[config.mk]
export PLATFORM = sky130hd
export DESIGN_NAME = vrb_queue
export DESIGN_NICKNAME = d
export VERILOG_FILES = /design/src/sv/vrb_pkg.sv /design/src/sv/vrb_queue.sv
export SDC_FILE = /design/constraint.sdc
export NUM_CORES = 1
export LEC_CHECK = 0
export BUFFER_PORTS_ARGS = -buffer_cell sky130_fd_sc_hd__buf_2
export CORE_MARGIN = 3
export CORE_UTILIZATION = 45
export DETAILED_ROUTE_END_ITERATION = 7
export PLACE_DENSITY = 0.82
export REMOVE_ABC_BUFFERS = 1
export SLEW_MARGIN = 20
export SYNTH_ARGS = -nofsm -noshare
export SYNTH_HDL_FRONTEND = slang
export SYNTH_SLANG_ARGS = --single-unit
export TNS_END_PERCENT = 100
[constraint.sdc]
create_clock -name clk -period 1.65 [get_ports clk]
set_clock_uncertainty 0.15 [all_clocks]
set_input_delay 0.165 -clock clk [delete_from_list [all_inputs] [get_ports clk]]
set_output_delay 0.165 -clock clk [all_outputs]
set_load 0.02 [all_outputs]
[src/sv/vrb_pkg.sv]
// ----------------------------------------------------------------------------
// vrb_pkg
// Shared types and constants of the volatility ratio breakout detector.
// ----------------------------------------------------------------------------
package vrb_pkg;

	// sample and result field widths
	localparam int SAMPLE_W = 16;
	localparam int VOL_W    = 16;
	localparam int COUNT_W  = 32;
	localparam int OUT_W    = 152;

	// default store depths
	localparam int DEF_SHORT_DEPTH = 16;
	localparam int DEF_LONG_DEPTH  = 64;

	// configuration register widths and reset values
	localparam int CFG_IDX_W  = 3;
	localparam int CFG_DATA_W = 16;
	localparam logic [4:0]  RST_SHORT_WINDOW = 5'd16;
	localparam logic [6:0]  RST_LONG_WINDOW  = 7'd64;
	localparam logic [6:0]  RST_MIN_SAMPLES  = 7'd16;
	localparam logic [15:0] RST_BREAKOUT     = 16'd512;
	localparam logic [15:0] RST_CONTRACTION  = 16'd128;

	// ratio constants, Q8.8
	localparam logic [15:0] RATIO_ONE = 16'd256;
	localparam logic [15:0] RATIO_MAX = 16'hFFFF;

	// iteration counts of the shared divider and the square root unit
	localparam int DIV_STEPS  = 31;
	localparam int SQRT_STEPS = 16;
	localparam int STEP_W     = 5;

	// register indexes
	typedef enum logic [CFG_IDX_W-1:0] {
		CFG_SHORT_WINDOW      = 3'd0,
		CFG_LONG_WINDOW       = 3'd1,
		CFG_MIN_SAMPLES       = 3'd2,
		CFG_BREAKOUT_RATIO    = 3'd3,
		CFG_CONTRACTION_RATIO = 3'd4
	} cfg_idx_t;

	// configuration seen by the engine
	typedef struct packed {
		logic [4:0]  short_len;
		logic [6:0]  long_len;
		logic [6:0]  min_fill;
		logic [15:0] expand_thresh;
		logic [15:0] contract_thresh;
		logic        restart;
	} vrb_cfg_t;

	// engine sequencer states
	typedef enum logic [3:0] {
		ST_IDLE,
		ST_SWEEP,
		ST_MUL,
		ST_DIVLD,
		ST_DIV,
		ST_SQLD,
		ST_SQRT,
		ST_NEXT,
		ST_RLD,
		ST_RSAT,
		ST_FLAGS,
		ST_FINISH
	} vrb_state_t;

endpackage

[src/sv/vrb_queue.sv]
// ----------------------------------------------------------------------------
// vrb_queue
// Two-entry sample queue between the input channel and the engine.
// ----------------------------------------------------------------------------
module vrb_queue
	import vrb_pkg::*;
(
	input  logic                clk,
	input  logic                arst_n,
	input  logic                in_valid,
	output logic                in_ready,
	input  logic [SAMPLE_W-1:0] in_data,
	output logic                out_valid,
	input  logic                out_ready,
	output logic [SAMPLE_W-1:0] out_data
);

	logic [SAMPLE_W-1:0] slot_q [2];
	logic                wr_q;
	logic                rd_q;
	logic [1:0]          count_q;
	logic                push;
	logic                pop;

	// handshake
	assign in_ready  = (count_q != 2'd2);
	assign out_valid = (count_q != 2'd0);
	assign out_data  = slot_q[rd_q];
	assign push      = in_valid && in_ready;
	assign pop       = out_valid && out_ready;

	// payload slots
	always_ff @(posedge clk) begin
		if (push) begin
			slot_q[wr_q] <= in_data;
		end
	end

	// pointers and occupancy
	always_ff @(posedge clk or negedge arst_n) begin
		if (!arst_n) begin
			wr_q    <= 1'b0;
			rd_q    <= 1'b0;
			count_q <= 2'd0;
		end else begin
			if (push) begin
				wr_q <= ~wr_q;
			end
			if (pop) begin
				rd_q <= ~rd_q;
			end
			if (push && !pop) begin
				count_q <= count_q + 2'd1;
			end else if (pop && !push) begin
				count_q <= count_q - 2'd1;
			end
		end
	end

endmodule

# After elaboration in Yosys (flattened, before gate mapping)
# Memory sizes are Yosys's and may differ from the RTL's.
# Cells that the tools add are included.
dict set report totals {
  ff_bits 4
  latchBits 0
  mem_bits_rw 32
  rom_bits 0
  in_bits 20
  output_inout_bits 18
  wordCells 21
  mem_count 1
}
dict set report op_classes {
  add_sub_neg 2
  n_mul 0
  div_mod_pow 0
  order_cmp 0
  eq_ne 1
  shift 0
  n_mux 4
  n_bitwise 2
  reduce_logical 8
}
# name depth word_bits rd rd_ports_with_merged_regs wr line
set memory_table {}
lappend memory_table {slot_q 2 16 1 0 1 vrb_queue.sv:18} ;# logic [SAMPLE_W-1:0] slot_q [2];
# operator count
set op_table {}
lappend op_table {{logical AND 1 bit} 4}
lappend op_table {{two-way mux 2 bit} 2}
lappend op_table {{nonzero test 2 bit} 2}
lappend op_table {{adder 2 x 1 -> 2 bit, second input constant} 1}
lappend op_table {{logical NOT 1 bit} 2}
lappend op_table {{two-way mux 1 bit} 2}
lappend op_table {{inequality test 2 bit, second input constant} 1}
lappend op_table {{inverter 1 bit} 2}
lappend op_table {{subtractor 2 x 1 -> 2 bit, second input constant} 1}

# Longest topological paths before layout
dict set report depth {
  depth_word 6
  mapped_depth 7
  mapped_depth_nobuf 7
}

# Worst setup path before layout
# OpenSTA, ideal clock, no wires.
dict set report synth_path {
  path_kind {register to register}
  startpoint {register count_q[0]}
  endpoint {memory slot_q[0][0] (enable)}
  setup_ps 388
  arrival_time_ps 1493
  t_required_ps 1112
  slack_ps -382
  stages_incl_launch_ff 4
  path_buffers 0
  period_less_slack_ps 2032
  path_cell_list {dfrtp_1 > nand2b_1 > nand2_1 > nor2_1}
}
dict set report synth_between {
  elab_chain_len 4
}
# element line
set synth_rtl {}
lappend synth_rtl {{start, declared} vrb_queue.sv:21} ;# logic [1:0] count_q;
lappend synth_rtl {{start signal, assigned} vrb_queue.sv:53} ;# count_q <= count_q + 2'd1;
lappend synth_rtl {{start signal, assigned} vrb_queue.sv:55} ;# count_q <= count_q - 2'd1;
lappend synth_rtl {{inequality test 2 bit} vrb_queue.sv:26} ;# assign in_ready = (count_q != 2'd2);
lappend synth_rtl {{via in_ready} vrb_queue.sv:11} ;# output logic in_ready,
lappend synth_rtl {{logical AND 1 bit} vrb_queue.sv:29} ;# assign push = in_valid && in_ready;
lappend synth_rtl {{two-way mux 1 bit} vrb_queue.sv:34} ;# if (push) begin
lappend synth_rtl {{two-way mux 1 bit (not written as such)} vrb_queue.sv:35} ;# slot_q[wr_q] <= in_data;
lappend synth_rtl {{end, declared} vrb_queue.sv:18}
# The timed path passes the listed nets, and every way through them passes these cells.

# Final worst setup path
dict set report layout_path {
  startpoint {register rd_q}
  endpoint {output port out_data[2]}
}
dict set report layout_between {
  elab_chain_len 1
}
# element line
set layout_rtl {}
lappend layout_rtl {{start, declared} vrb_queue.sv:20} ;# logic rd_q;
lappend layout_rtl {{start signal, assigned} vrb_queue.sv:50} ;# rd_q <= ~rd_q;
lappend layout_rtl {{memory (2 x 16 bit)} --}
lappend layout_rtl {{end, declared} vrb_queue.sv:15} ;# output logic [SAMPLE_W-1:0] out_data
# Every way passes these cells.

==> metrics list <==
* Wirelength per Cell: 15.9 um
* Post-detailed-route count of antenna-violating nets: 0
* RR Startpoint: count_q[1]
- In this run the power spent charging and discharging nets is between 1 and 1.5 mW.
* CTS sink count: 36
- Total routing usage reported by global routing: between 10 and 15%
- For this run the aggregate overflow at the end of global routing stands at 0.
* Max-Cap Viols: 0
- After clock tree synthesis, the clock-pin slew on the worst setup and hold paths is approximately 0.090 ns.
- Vert. Die Dim: about 62 um
- Total power per unit cell area: around 1700 nW/um2
- Post-synthesis sequential element count: 36
- Based on the critical path, the design can be clocked at up to roughly 580 MHz.
- Antenna violations before repair: 0
- The first detailed-routing pass ran for 4 iterations.
- Worst-case clock buffer depth: 2
- For this block, the initial DRC count from the detailed router was 15.
- Measured slew at the worst slew-check pin: 0.190 ns
- Once the floorplan was initialized, standard cells occupied a little under 50% of the core.
- IO buf count: 37
- Setup violations remaining at the end of the flow were counted as 16.
* Count of different cell masters after synthesis: 16
* Launching element type of the critical path: flop
* Layout overhead on the synthesized area: 47.3%
- Final Routed Wirelength: ~2700 um
- The checks that failed: negative setup slack.
* Site Rows: 19
* Detail Placement HPWL: 1670 um
* Share of power burned in the clock network: between 10% and 20%
- Along the worst path, the maximum fanout reaches 7.
* Inst Count DP: about 140
- Setup slack on the worst flop-to-flop path: ~0.040 ns
- For the finished layout, the period the worst path requires is ~1.7 ns.
* Clk Latency, worst-skew pair: 0.32 ns
* Hold Path Origin: wr_q
- After layout, the worst setup slack is -0.0717 ns.
- Timing analysis after detailed placement gives a worst setup slack of approximately 0.0070 ns.
* Cell internal pwr: around 2.4 mW
- Count of synthesis-stage warnings from yosys: 0
* Number of endpoints with negative hold slack in the final report: 0
- Switching share of power: between 30% and 40%
* Arrival time at the worst endpoint: 1.41 ns
- Synthesis produced a little under 70 cells.
- Min-Delay Endpoint: wr_q
- The tree is rooted in a sky130_fd_sc_hd__clkbuf_4.
- Leakage power summed over all cells: between 0.8 and 0.9 nW
* Class of the most critical hold timing path: reg -> reg
* Area of the core: between 2000 and 3000 um2
- Of the available clock period, the critical path in the final layout requires 104%.
* Max-slew violation count: 0
- Along the worst hold path, the cell count comes to 1.
- For this run, design rule violations remaining after detail routing come to 0.
* Clock tree from TritonCTS: done
- Startpoint-to-endpoint class of the critical path: reg -> out
- Measured along the x axis, the die boundary spans 61.8 um.
- Gp weighted congestion: slightly above 0.7
* Depth of the CTS H-tree: 2
- Detailed-route via count: approximately 830
- The finished layout holds 170 standard cells, fillers aside.
* Worst r2r path cells: 5
- Combinational share of power: around half
- Sequential element share of the synthesized area: between 70% and 80%
- The first global-routing pass estimated 3780 um of wire.
* Share of power burned in registers: between 30% and 40%
- IR drop worst, VDD: ~0.0011 V
- Destination of the worst register-to-register timing path: count_q[1]
* Highest-count cells in the layout ignoring fill and taps: 32 x sky130_fd_sc_hd__edfxtp_1, 22 x sky130_fd_sc_hd__buf_2, 20 x sky130_fd_sc_hd__dlygate4sd3_1, 15 x sky130_fd_sc_hd__mux2_4, 15 x sky130_fd_sc_hd__buf_6
- The repair_antennas step left the layout with diodes totalling 0.
- The synthesized netlist occupies a cell area of 1400 um2.
* Run status: complete, but fails checks
- Average via count per standard cell: 4.86
- The number of global-route vias before repair is a little under 900.
- Maximum number of pins on one net before global-route repair: 16
- Average cell area after synthesis: between 20 and 25 um2
- Slew headroom: between 80% and 90%
* Io pins: 38
- Num CTS Buffers: 5
* Share of final-layout standard cells stronger than drive strength 1: around 50%
* Final layout net count: 160
* Commonest non-fill, non-tap cell in the layout: sky130_fd_sc_hd__edfxtp_1
- Setup repair after global routing could not meet its margin everywhere.
* Critical Path Sink Type: output pin
- Required arrival time at the worst endpoint: about 1.3 ns
* Die outline area: 3820 um2
[sequential cells by signal (all words and copies together), names as in the netlist]
name     count
slot_q      32
count_q      2
rd_q         1
wr_q         1
[synth_stat cells]
cell type	instances	area (um2)
sky130_fd_sc_hd__edfxtp_1	32	961
sky130_fd_sc_hd__mux2_4	9	135
sky130_fd_sc_hd__mux2_2	7	78.8
sky130_fd_sc_hd__dfrtp_1	4	100
sky130_fd_sc_hd__xnor2_1	3	26.3
sky130_fd_sc_hd__nor2_1	2	7.51
sky130_fd_sc_hd__xor2_1	2	17.5
sky130_fd_sc_hd__and3_1	1	6.26
sky130_fd_sc_hd__buf_12	1	20.0
sky130_fd_sc_hd__buf_6	1	11.3
sky130_fd_sc_hd__ha_1	1	12.5
sky130_fd_sc_hd__inv_1	1	3.75
sky130_fd_sc_hd__nand2_1	1	3.75
sky130_fd_sc_hd__nand2_2	1	6.26
sky130_fd_sc_hd__nand2b_1	1	6.26
sky130_fd_sc_hd__or2_1	1	6.26
[final cells by class]
type | count | area, um2
timing repair buffer | 66 | 577
clock buffer | 5 | 37.5
sequential | 36 | 1060
tap | 31 | 38.8
clock inverter | 2 | 7.51
multi-input combinational | 29 | 339
inverter | 1 | 3.75
fill | 194 | 787
[per-layer routing]
| layer | share of wire (%) | GRT usage (%) | vias to the layer above |
|---|---|---|---|
| met4 | 1.3 | 5.45 | 0 |
| li1 | - | - | 395 |
| met5 | 0 | 0 | - |
| met2 | 55 | 27.4 | 32 |
| met1 | 38 | 13.9 | 394 |
| met3 | 6.2 | 6.40 | 6 |
[power by group through the flow]
stage               clock network [mW]  registers [mW]  logic [mW]
global placement                     0            1.36        1.22
detailed placement                   0            1.38        1.25
floorplan                            0            1.41       0.787
global route                     0.470            1.39        1.82
CTS                              0.425            1.35        1.31
finish                           0.402            1.37        1.71
[worst max-delay path by stage]
stage | from | end | slack (ns) | cells after the start
floorplan | count_q[0] | slot_q[0][0] | -0.38 | 3
CTS | rd_q | out_data[12] | -0.09 | 3
detailed placement | count_q[0] | count_q[1] | 0.007 | 6
global placement | count_q[0] | count_q[1] | 0.12 | 7
finish | rd_q | out_data[2] | -0.07 | 3
global route | rd_q | out_data[6] | -0.13 | 3
[what timing repair did]
action | in CTS | in global routing
endpoints found under the setup margin | 15 | 17
resized for setup | 0 | 39
hold buffers | 20 | 0
setup buffers | 1 | 2
gates cloned | 0 | 1
hold endpoints to repair | 38 | 0
[worst max-delay path: stages (launching register included)]
cell,delay [ns]
sky130_fd_sc_hd__dfrtp_2,0.46
sky130_fd_sc_hd__clkbuf_16,0.18
sky130_fd_sc_hd__mux2_4,0.30
sky130_fd_sc_hd__buf_6,0.13
[metrics by stage]
stage                     utilization [%]  area, um2  hold WS (ns)  setup TNS, ns  power [mW]
after floorplan                         -       1370        -0.281          -6.77        2.20
after global placement               57.7       1650        -0.179              0        2.58
after detailed placement             57.7       1650        -0.176              0        2.63
after CTS                            66.5       1900         0.361          -1.01        3.09
after global routing                 72.4       2070         0.376          -1.81        3.67
final                                72.4       2070         0.363         -0.879        3.49
[cells by family after synthesis]
logic type    count (synthesis)  share of synthesized area, %
simple gates                  7                          2.59
buf+inv                       3                          2.50
flops                        36                          75.6
fa+ha+maj                     1                         0.892
xor+xnor                      5                          3.12
mux                          16                          15.3
No activity file was read; power rests on OpenSTA's default activity.
